$ cat src/rtl/bvs_pkg.sv
// ============================================================================
// bvs_pkg
// Shared types and constants for the bencode value skipper.
// ============================================================================
package bvs_pkg;

    // Width of the nesting depth seen on the result port.
    localparam int NEST_W = 6;

    // Parse modes.
    typedef enum logic [1:0] {
        MODE_EXPECT = 2'd0,
        MODE_INT    = 2'd1,
        MODE_LEN    = 2'd2,
        MODE_STR    = 2'd3
    } bvs_mode_t;

    // Characters that steer the parser.
    localparam logic [7:0] CH_DICT  = 8'h64; // 'd'
    localparam logic [7:0] CH_LIST  = 8'h6C; // 'l'
    localparam logic [7:0] CH_INT   = 8'h69; // 'i'
    localparam logic [7:0] CH_END   = 8'h65; // 'e'
    localparam logic [7:0] CH_ZERO  = 8'h30; // '0'
    localparam logic [7:0] CH_NINE  = 8'h39; // '9'

    // One result word.
    typedef struct packed {
        logic              value_done;
        logic              parse_error;
        logic [NEST_W-1:0] nest_level;
    } bvs_result_t;

endpackage

$ cat src/rtl/bvs_step.sv
// ============================================================================
// bvs_step
// Next-state and result logic of the parser for one stream byte.
// ============================================================================
module bvs_step
    import bvs_pkg::*;
#(
    parameter int MAX_DEPTH = 32,
    parameter int LEN_BITS  = 32
) (
    input  logic [7:0]          stream_byte,
    input  bvs_mode_t           mode,
    input  logic [NEST_W-1:0]   depth,
    input  logic [LEN_BITS-1:0] remaining,
    output bvs_mode_t           mode_next,
    output logic [NEST_W-1:0]   depth_next,
    output logic [LEN_BITS-1:0] remaining_next,
    output bvs_result_t         result
);

    localparam logic [NEST_W-1:0] DEPTH_LIMIT =
        NEST_W'((MAX_DEPTH < 63) ? MAX_DEPTH : 63);

    logic                is_digit;
    logic [3:0]          digit_val;
    logic [LEN_BITS-1:0] len_times10;
    logic [LEN_BITS-1:0] rem_dec;
    logic                done;
    logic                err;
    bvs_mode_t           mode_ok;
    logic [NEST_W-1:0]   depth_ok;
    logic [LEN_BITS-1:0] rem_ok;

    assign is_digit    = (stream_byte >= CH_ZERO) && (stream_byte <= CH_NINE);
    assign digit_val   = 4'(stream_byte - CH_ZERO);
    // Ten times the length as two shifted copies added together.
    assign len_times10 = (remaining << 3) + (remaining << 1);
    assign rem_dec     = remaining - LEN_BITS'(1);

    always_comb begin
        mode_ok  = mode;
        depth_ok = depth;
        rem_ok   = remaining;
        done     = 1'b0;
        err      = 1'b0;
        unique case (mode)
            MODE_EXPECT: begin
                if (stream_byte == CH_DICT || stream_byte == CH_LIST) begin
                    if (depth >= DEPTH_LIMIT) begin
                        err = 1'b1;
                    end else begin
                        depth_ok = depth + NEST_W'(1);
                    end
                end else if (stream_byte == CH_END) begin
                    if (depth == '0) begin
                        err = 1'b1;
                    end else begin
                        depth_ok = depth - NEST_W'(1);
                        done     = (depth == NEST_W'(1));
                    end
                end else if (stream_byte == CH_INT) begin
                    mode_ok = MODE_INT;
                end else if (is_digit) begin
                    mode_ok = MODE_LEN;
                    rem_ok  = LEN_BITS'(digit_val);
                end else begin
                    err = 1'b1;
                end
            end
            MODE_INT: begin
                if (stream_byte == CH_END) begin
                    mode_ok = MODE_EXPECT;
                    done    = (depth == '0);
                end
            end
            MODE_LEN: begin
                if (is_digit) begin
                    rem_ok = len_times10 + LEN_BITS'(digit_val);
                end else if (remaining == '0) begin
                    // A zero-length string ends on its separator.
                    mode_ok = MODE_EXPECT;
                    done    = (depth == '0);
                end else begin
                    mode_ok = MODE_STR;
                end
            end
            MODE_STR: begin
                rem_ok = rem_dec;
                if (rem_dec == '0) begin
                    mode_ok = MODE_EXPECT;
                    done    = (depth == '0);
                end
            end
            default: begin
                mode_ok = MODE_EXPECT;
            end
        endcase
    end

    // An error drops everything back to the reset state.
    assign mode_next          = err ? MODE_EXPECT : mode_ok;
    assign depth_next         = err ? '0 : depth_ok;
    assign remaining_next     = err ? '0 : rem_ok;
    assign result.value_done  = done & ~err;
    assign result.parse_error = err;
    assign result.nest_level  = depth_next;

endmodule

$ cat src/rtl/bencode_value_skipper.sv
// ============================================================================
// bencode_value_skipper
// Finds the end of each complete top-level value in a bencoded byte stream.
// ============================================================================
// The block takes one byte word per cycle on the s_ channel and returns one
// result word per byte on the m_ channel, in the cycle after the byte is
// accepted. Each result flags whether that byte ended a complete top-level
// value, whether it was a parse error (an unexpected byte, a closing 'e' with
// nothing open, or a container opened past the depth limit), and the nesting
// depth after the byte. An error returns the parser to its idle state. The
// sustained rate is one byte per cycle: the mode, depth and string-length
// update is a single registered step, and the result register is refilled in
// the same cycle that its word is taken, so s_ready only drops while a
// result is held by m_ready low. MAX_DEPTH sets the depth limit (capped at
// 63 by the six-bit depth), and LEN_BITS sets the width of the string length
// counter, which wraps on overlong decimal lengths.
// ============================================================================
module bencode_value_skipper
    import bvs_pkg::*;
#(
    parameter int MAX_DEPTH = 32,
    parameter int LEN_BITS  = 32
) (
    input  logic              aclk,
    input  logic              aresetn,
    input  logic              s_valid,
    output logic              s_ready,
    input  logic [7:0]        s_stream_byte,
    output logic              m_valid,
    input  logic              m_ready,
    output logic              m_value_done,
    output logic              m_parse_error,
    output logic [NEST_W-1:0] m_nest_level
);

    // Parser state.
    bvs_mode_t           mode_reg;
    bvs_mode_t           mode_next;
    logic [NEST_W-1:0]   depth_reg;
    logic [NEST_W-1:0]   depth_next;
    logic [LEN_BITS-1:0] remaining_reg;
    logic [LEN_BITS-1:0] remaining_next;

    // Result register.
    logic                m_valid_reg;
    bvs_result_t         result_reg;
    bvs_result_t         result_next;

    logic                accept;

    // A new byte may enter whenever the result register is empty or its
    // word leaves in this same cycle.
    assign s_ready = ~m_valid_reg | m_ready;
    assign accept  = s_valid & s_ready;

    bvs_step #(
        .MAX_DEPTH (MAX_DEPTH),
        .LEN_BITS  (LEN_BITS)
    ) u_step (
        .stream_byte    (s_stream_byte),
        .mode           (mode_reg),
        .depth          (depth_reg),
        .remaining      (remaining_reg),
        .mode_next      (mode_next),
        .depth_next     (depth_next),
        .remaining_next (remaining_next),
        .result         (result_next)
    );

    // The parser state advances only on an accepted byte.
    always_ff @(posedge aclk) begin
        if (!aresetn) begin
            mode_reg      <= MODE_EXPECT;
            depth_reg     <= '0;
            remaining_reg <= '0;
        end else if (accept) begin
            mode_reg      <= mode_next;
            depth_reg     <= depth_next;
            remaining_reg <= remaining_next;
        end
    end

    always_ff @(posedge aclk) begin
        if (!aresetn) begin
            m_valid_reg <= 1'b0;
        end else if (accept) begin
            m_valid_reg <= 1'b1;
        end else if (m_ready) begin
            m_valid_reg <= 1'b0;
        end
    end

    // Result payload is loaded with the byte; it needs no reset.
    always_ff @(posedge aclk) begin
        if (accept) begin
            result_reg <= result_next;
        end
    end

    assign m_valid       = m_valid_reg;
    assign m_value_done  = result_reg.value_done;
    assign m_parse_error = result_reg.parse_error;
    assign m_nest_level  = result_reg.nest_level;

endmodule

$ cat config.mk
export PLATFORM = sky130hd
export DESIGN_NAME = bencode_value_skipper
export DESIGN_NICKNAME = d
export VERILOG_FILES = /design/src/rtl/bvs_pkg.sv /design/src/rtl/bvs_step.sv /design/src/rtl/bencode_value_skipper.sv
export SDC_FILE = /design/constraint.sdc
export NUM_CORES = 1
export LEC_CHECK = 0
export BUFFER_PORTS_ARGS = -buffer_cell sky130_fd_sc_hd__buf_2
export CAP_MARGIN = 5
export CORE_ASPECT_RATIO = 1.25
export CORE_MARGIN = 2
export CORE_UTILIZATION = 58
export CTS_CLUSTER_DIAMETER = 40
export CTS_CLUSTER_SIZE = 24
export DETAILED_ROUTE_END_ITERATION = 8
export HOLD_SLACK_MARGIN = 0.06
export PLACE_DENSITY = 0.79
export SLEW_MARGIN = 20
export SYNTH_ARGS = -nofsm -noshare
export SYNTH_HDL_FRONTEND = slang
export SYNTH_SLANG_ARGS = --single-unit
$ cat constraint.sdc
create_clock -name aclk -period 3.4 [get_ports aclk]
set_input_delay 0.85 -clock aclk [delete_from_list [all_inputs] [get_ports aclk]]
set_output_delay 0.85 -clock aclk [all_outputs]
set_load 0.05 [all_outputs]
# Yosys cells after proc, flatten, opt, wreduce, memory -nomap -nowiden

Cells that the tools add are included.
Widths: inputs -> output; s select.

Register bits after elaboration: 49
Bits of input ports: 12
Word-level logic and storage cells: 88

Add/sub/neg operators: 6
Order comparisons: 3
Eq/ne operators: 17
Mux-type cells: 40
Bitwise gates (word level): 5
Reductions and logical operators: 10

Operator list:

| kind                  | count |
|---|---|
| $mux 32               | 6 |
| $pmux 32 s3           | 1 |
| $logic_not 32->1      | 2 |
| $mux 6                | 6 |
| $add 32x32->32        | 1 |
| $add 32x4->32         | 1 |
| $eq 8x7->1 const B    | 4 |
| $sub 32x1->32 const B | 1 |
| $mux 2                | 9 |
| $mux 1                | 16 |
| $reduce_and 7->1      | 2 |
| $ne 3x1->1 const B    | 4 |
| $ne 3x2->1 const B    | 3 |
| $ge 8x6->1 const B    | 1 |
| $le 8x6->1 const B    | 1 |
| $pmux 2 s4            | 1 |
| $add 6x1->6 const B   | 1 |
| $eq 6x1->1 const B    | 1 |
| $ge 6x6->1 const B    | 1 |
| $logic_not 6->1       | 1 |
| $sub 6x1->6 const B   | 1 |
| $eq 2x2->1 const B    | 2 |
| $ne 4x1->1 const B    | 1 |
| $pmux 1 s4            | 1 |
| other kinds (11)      | 13 |

# Depth between registers and ports, before layout

Word-level depth: 9
Mapped depth: 12
Mapped depth without buffers: 12

# By module

A second synthesis with hierarchy kept.

Cells, all modules: 780
Area total of the unflattened synthesis: 6023.3 µm²

By module, submodules not included:

| module                | instances | cells an instance | area an instance (µm²) |
|---|---|---|---|
| bvs_step              | 1         | 593               | 4100.2 |
| bencode_value_skipper | 1         | 187               | 1923.1 |

# Least setup slack after synthesis

No wires, ideal clock.

Path type: input to register
From: input s_stream_byte[3]
To: register remaining_reg[27]
Library setup time: 0.130 ns
Data arrival time: 3.484 ns
Data required time: 3.270 ns
Path slack: -0.214 ns
Stages on the path: 10
Path through: fa_1 > ha_1 > a211oi_1 > o21ai_0 > a211oi_1 > o31ai_1 > a311oi_1 > o21ba_2 > xor2_1 > o21ai_0

Longest elaborated chain between the ends: 9

RTL lines:

| element                                               | RTL line                    | text |
|---|---|---|
| start: declaration                                    | bencode_value_skipper.sv:28 | `input logic [7:0] s_stream_byte,` |
| branches (longest 9 deep; another with $add 32x4->32) | --                          |  |
| end signal: assignment                                | bencode_value_skipper.sv:79 | `remaining_reg <= remaining_next;` |
| end: declaration                                      | bencode_value_skipper.sv:41 | `logic [LEN_BITS-1:0] remaining_reg;` |

Parallel ways; which one is timed is not known. The select of a mux whose other input is x is not followed.
A chain may end at the register's enable or synchronous reset.

# Final worst setup path

Ends and elaborated chain as after synthesis.

==> metrics.txt <==
outcome finished, final reports clean; Final GP Congestion between 0.9 and 1; Adder-Cell Fraction of Synth Area about 16%; dpl hpwl between 10 and 15 mm; Post-Synthesis Cells between 700 and 800; Layout Utilization 67.6%; Power Density around 260 mW/mm^2; layout cell share with drive strength beyond 1 a little over an eighth; nets@finish around 840; worst-path cell chain buf_2 -> fa_2 -> ha_4 -> a211oi_4 -> o21ai_2 -> a211oi_4 -> o31ai_4 -> a311oi_2 -> buf_4 -> o21ba_2 -> xor2_1 -> o21ai_0; H-tree depth 2; global-route usage over all layers a little under a third; Setup Skew between 0.004 and 0.005 ns; Ports 22; Synth Area in Simple Gates ~25%; most frequent cell after synthesis nand2_1; transition time of the tightest slew-check pin ~0.64 ns; setup TNS 0 ns; Slew headroom a little under three fifths; Post-Synth XOR/XNOR Area about 6.4%; crit path kind primary input to register; Die Y between 100 and 150 microns; Lkg Pwr between 2 and 3 nW; vias per inst around 6.5; Async SR Flop Fraction 0%; global-route wire length before repair approximately 25 mm; CP Buf/Inv Count 2; dpl cells 872; FF-to-FF path depth 11; largest family of logic cells by synthesized area compound AO/OA/AOI/OAI gates; synth warn 0; CP Max Fanout 4; CTS sink count 49; share of the synthesized area in the top cell type between 10% and 20%; Mapped Nets between 700 and 800; RSZ-0062 raised after global routing true; multiplexer area fraction after synthesis less than 1%; Synth Flop Type dfxtp_1; syn avg cell area 7.44 sq um; total power draw between 1.5 and 2 mW; first drt pass iteration count 7; Clock Tree Root clkbuf_16; CP Capture Type register; Post-Syn Area about 0.0053 sq mm; max FFs per register 32; Max Clk Rate roughly 0.30 GHz; crit-path leading delay family compound AO/OA/AOI/OAI gates; Setup Slack @ Placement -0.351 ns; Skew-Pair Late Insertion Delay between 0.2 and 0.3 ns; Post-synth top cells 79 x nand2_1, 70 x a21oi_1, 65 x ha_1; antenna viol nets, final 0; Die X around 90 microns; num rows 39; Syn-to-layout area delta 15.1%; final WL 15.2 mm; worst setup margin around 0.081 ns; worst r2r src remaining_reg[7]$_SDFFE_PN0P_; Max Slew Vio Count 0; post-route DRC violation count 0; flop-to-flop setup slack around 0.12 ns; Finish-stage setup viols 0; CP endpoint remaining_reg[27]$_SDFFE_PN0P_; input/output buffers 21; Hold Slack about 0.54 ns; die area slightly below 0.01 sq mm; total grt overflow 0; CP Depth 12; Max-cap violations 0; number of global-route vias before repair roughly 5400; clock transition at the registers of the reported paths ~0.07 ns; fill count around 770; initial antenna violation count 0; core region area roughly 0.009 sq mm; Slowest Stage Delay on Critical Path around 0.57 ns; Critical Path AT roughly 3.5 ns; Initial Util between 50 and 60%; Final Cell Area just over 0.006 sq mm; TritonCTS buffer count 5; Max clock buf depth 2; synth unique cells 66; total number of vias 5715; CP Data Required Time ~3.6 ns; Peak VDD IR 161 uV; initial DRC count around 450; Seq cells post-synth a little under 50; crit path from s_stream_byte[3]; cell area after placement a little under 0.006 sq mm; most area-consuming cells after synthesis dfxtp_1 15%, ha_1 15%, a21oi_1 6.6%; worst hold path class register to register; non-filler instance count after layout roughly 880; EDFF count, synth 8; CP dominant cell by count a211oi_4; sequential fraction of the synthesis area 20.0%; largest net degree at the start of global routing 29; TritonCTS clock tree done; Yosys top cell by area dfxtp_1; n_diodes 0; startpoint class of the critical path primary input; Period minus WS final approximately 3.3 ns; RR Endpoint remaining_reg[27]$_SDFFE_PN0P_; Avg WL per Cell around 17 microns; Hold Vio Cnt, Final 0; Slowest cell on crit path fa_2; Compound-Gate Fraction of Synth Area around 28%; final worst-path cycle share between 90% and 100%
==> layout make-up <==
type / instances / area [sq um] / area share (%)
multi-input combinational: 612 / 4180 / 68.5
sequential: 49 / 1060 / 17.4
timing repair buffer: 70 / 473 / 7.75
inverter: 19 / 71.3 / 1.17
tap: 123 / 154 / 2.52
clock inverter: 2 / 33.8 / 0.554
clock buffer: 6 / 129 / 2.11
==> worst min path at each step <==
stage	startpoint	to	slack (ns)	depth (start not counted)
floorplan	depth_reg[4]$_SDFFE_PN0P_	depth_reg[4]$_SDFFE_PN0P_	0.48	2
global placement	depth_reg[4]$_SDFFE_PN0P_	depth_reg[4]$_SDFFE_PN0P_	0.50	2
detailed placement	depth_reg[4]$_SDFFE_PN0P_	depth_reg[4]$_SDFFE_PN0P_	0.52	2
CTS	depth_reg[4]$_SDFFE_PN0P_	depth_reg[4]$_SDFFE_PN0P_	0.54	2
global route	remaining_reg[6]$_SDFFE_PN0P_	remaining_reg[6]$_SDFFE_PN0P_	0.56	2
finish	remaining_reg[6]$_SDFFE_PN0P_	remaining_reg[6]$_SDFFE_PN0P_	0.54	2
==> worst reg2reg max path: cells and delay by family (launching register included) <==
family                     cells  cell delay, ns
AOI/OAI and AO/OA              7            1.77
buffers and inverters          1            0.19
xor gates and xnor gates       1            0.15
adders and majority gates      2            0.64
DFF                            1            0.42
==> where the power goes <==
part	leakage (nW)	switching, mW	internal, mW
Sequential	0.410	0.0116	0.603
Combinational	2.22	0.254	0.153
Clock	0.0785	0.228	0.346
Total	2.70	0.493	1.10
==> cell usage in the layout, fill, tap and decap left out, drive strengths merged, types with 13 or more instances in the layout <==
cell / count
xor2: 16
o21ai: 57
buf: 70
nand2: 79
nor4: 13
nor3: 23
nand3: 29
inv: 18
xnor2: 23
ha: 65
o211ai: 13
nor2: 62
a21o: 16
a21oi: 70
dfxtp: 41
==> layer usage <==
metal / vias up / GRT usage, % / part of all wire (%)
met3: 47 / 2.68 / 7.1
met5: - / 0 / 0
li1: 2776 / - / -
met1: 2622 / 41.3 / 41
met4: 0 / 11.3 / 3.1
met2: 270 / 50.8 / 49
==> kinds of logic after synthesis <==
| kind of cell | after synthesis |
|---|---|
| and+or+nand+nor | 266 |
| AOI/OAI and AO/OA | 236 |
| adders and majority gates | 67 |
| buffers and inverters | 52 |
| DFF | 49 |
| xor gates and xnor gates | 39 |
| muxes | 4 |
==> what timing repair did <==
item	in CTS	in global routing
endpoints found under the hold margin	0	0
endpoints found under the setup margin	3	11
hold buffers	0	0
setup buffers	0	1
pin swaps	1	9
resized for setup	1	18
(Power assumes the default switching activity.)
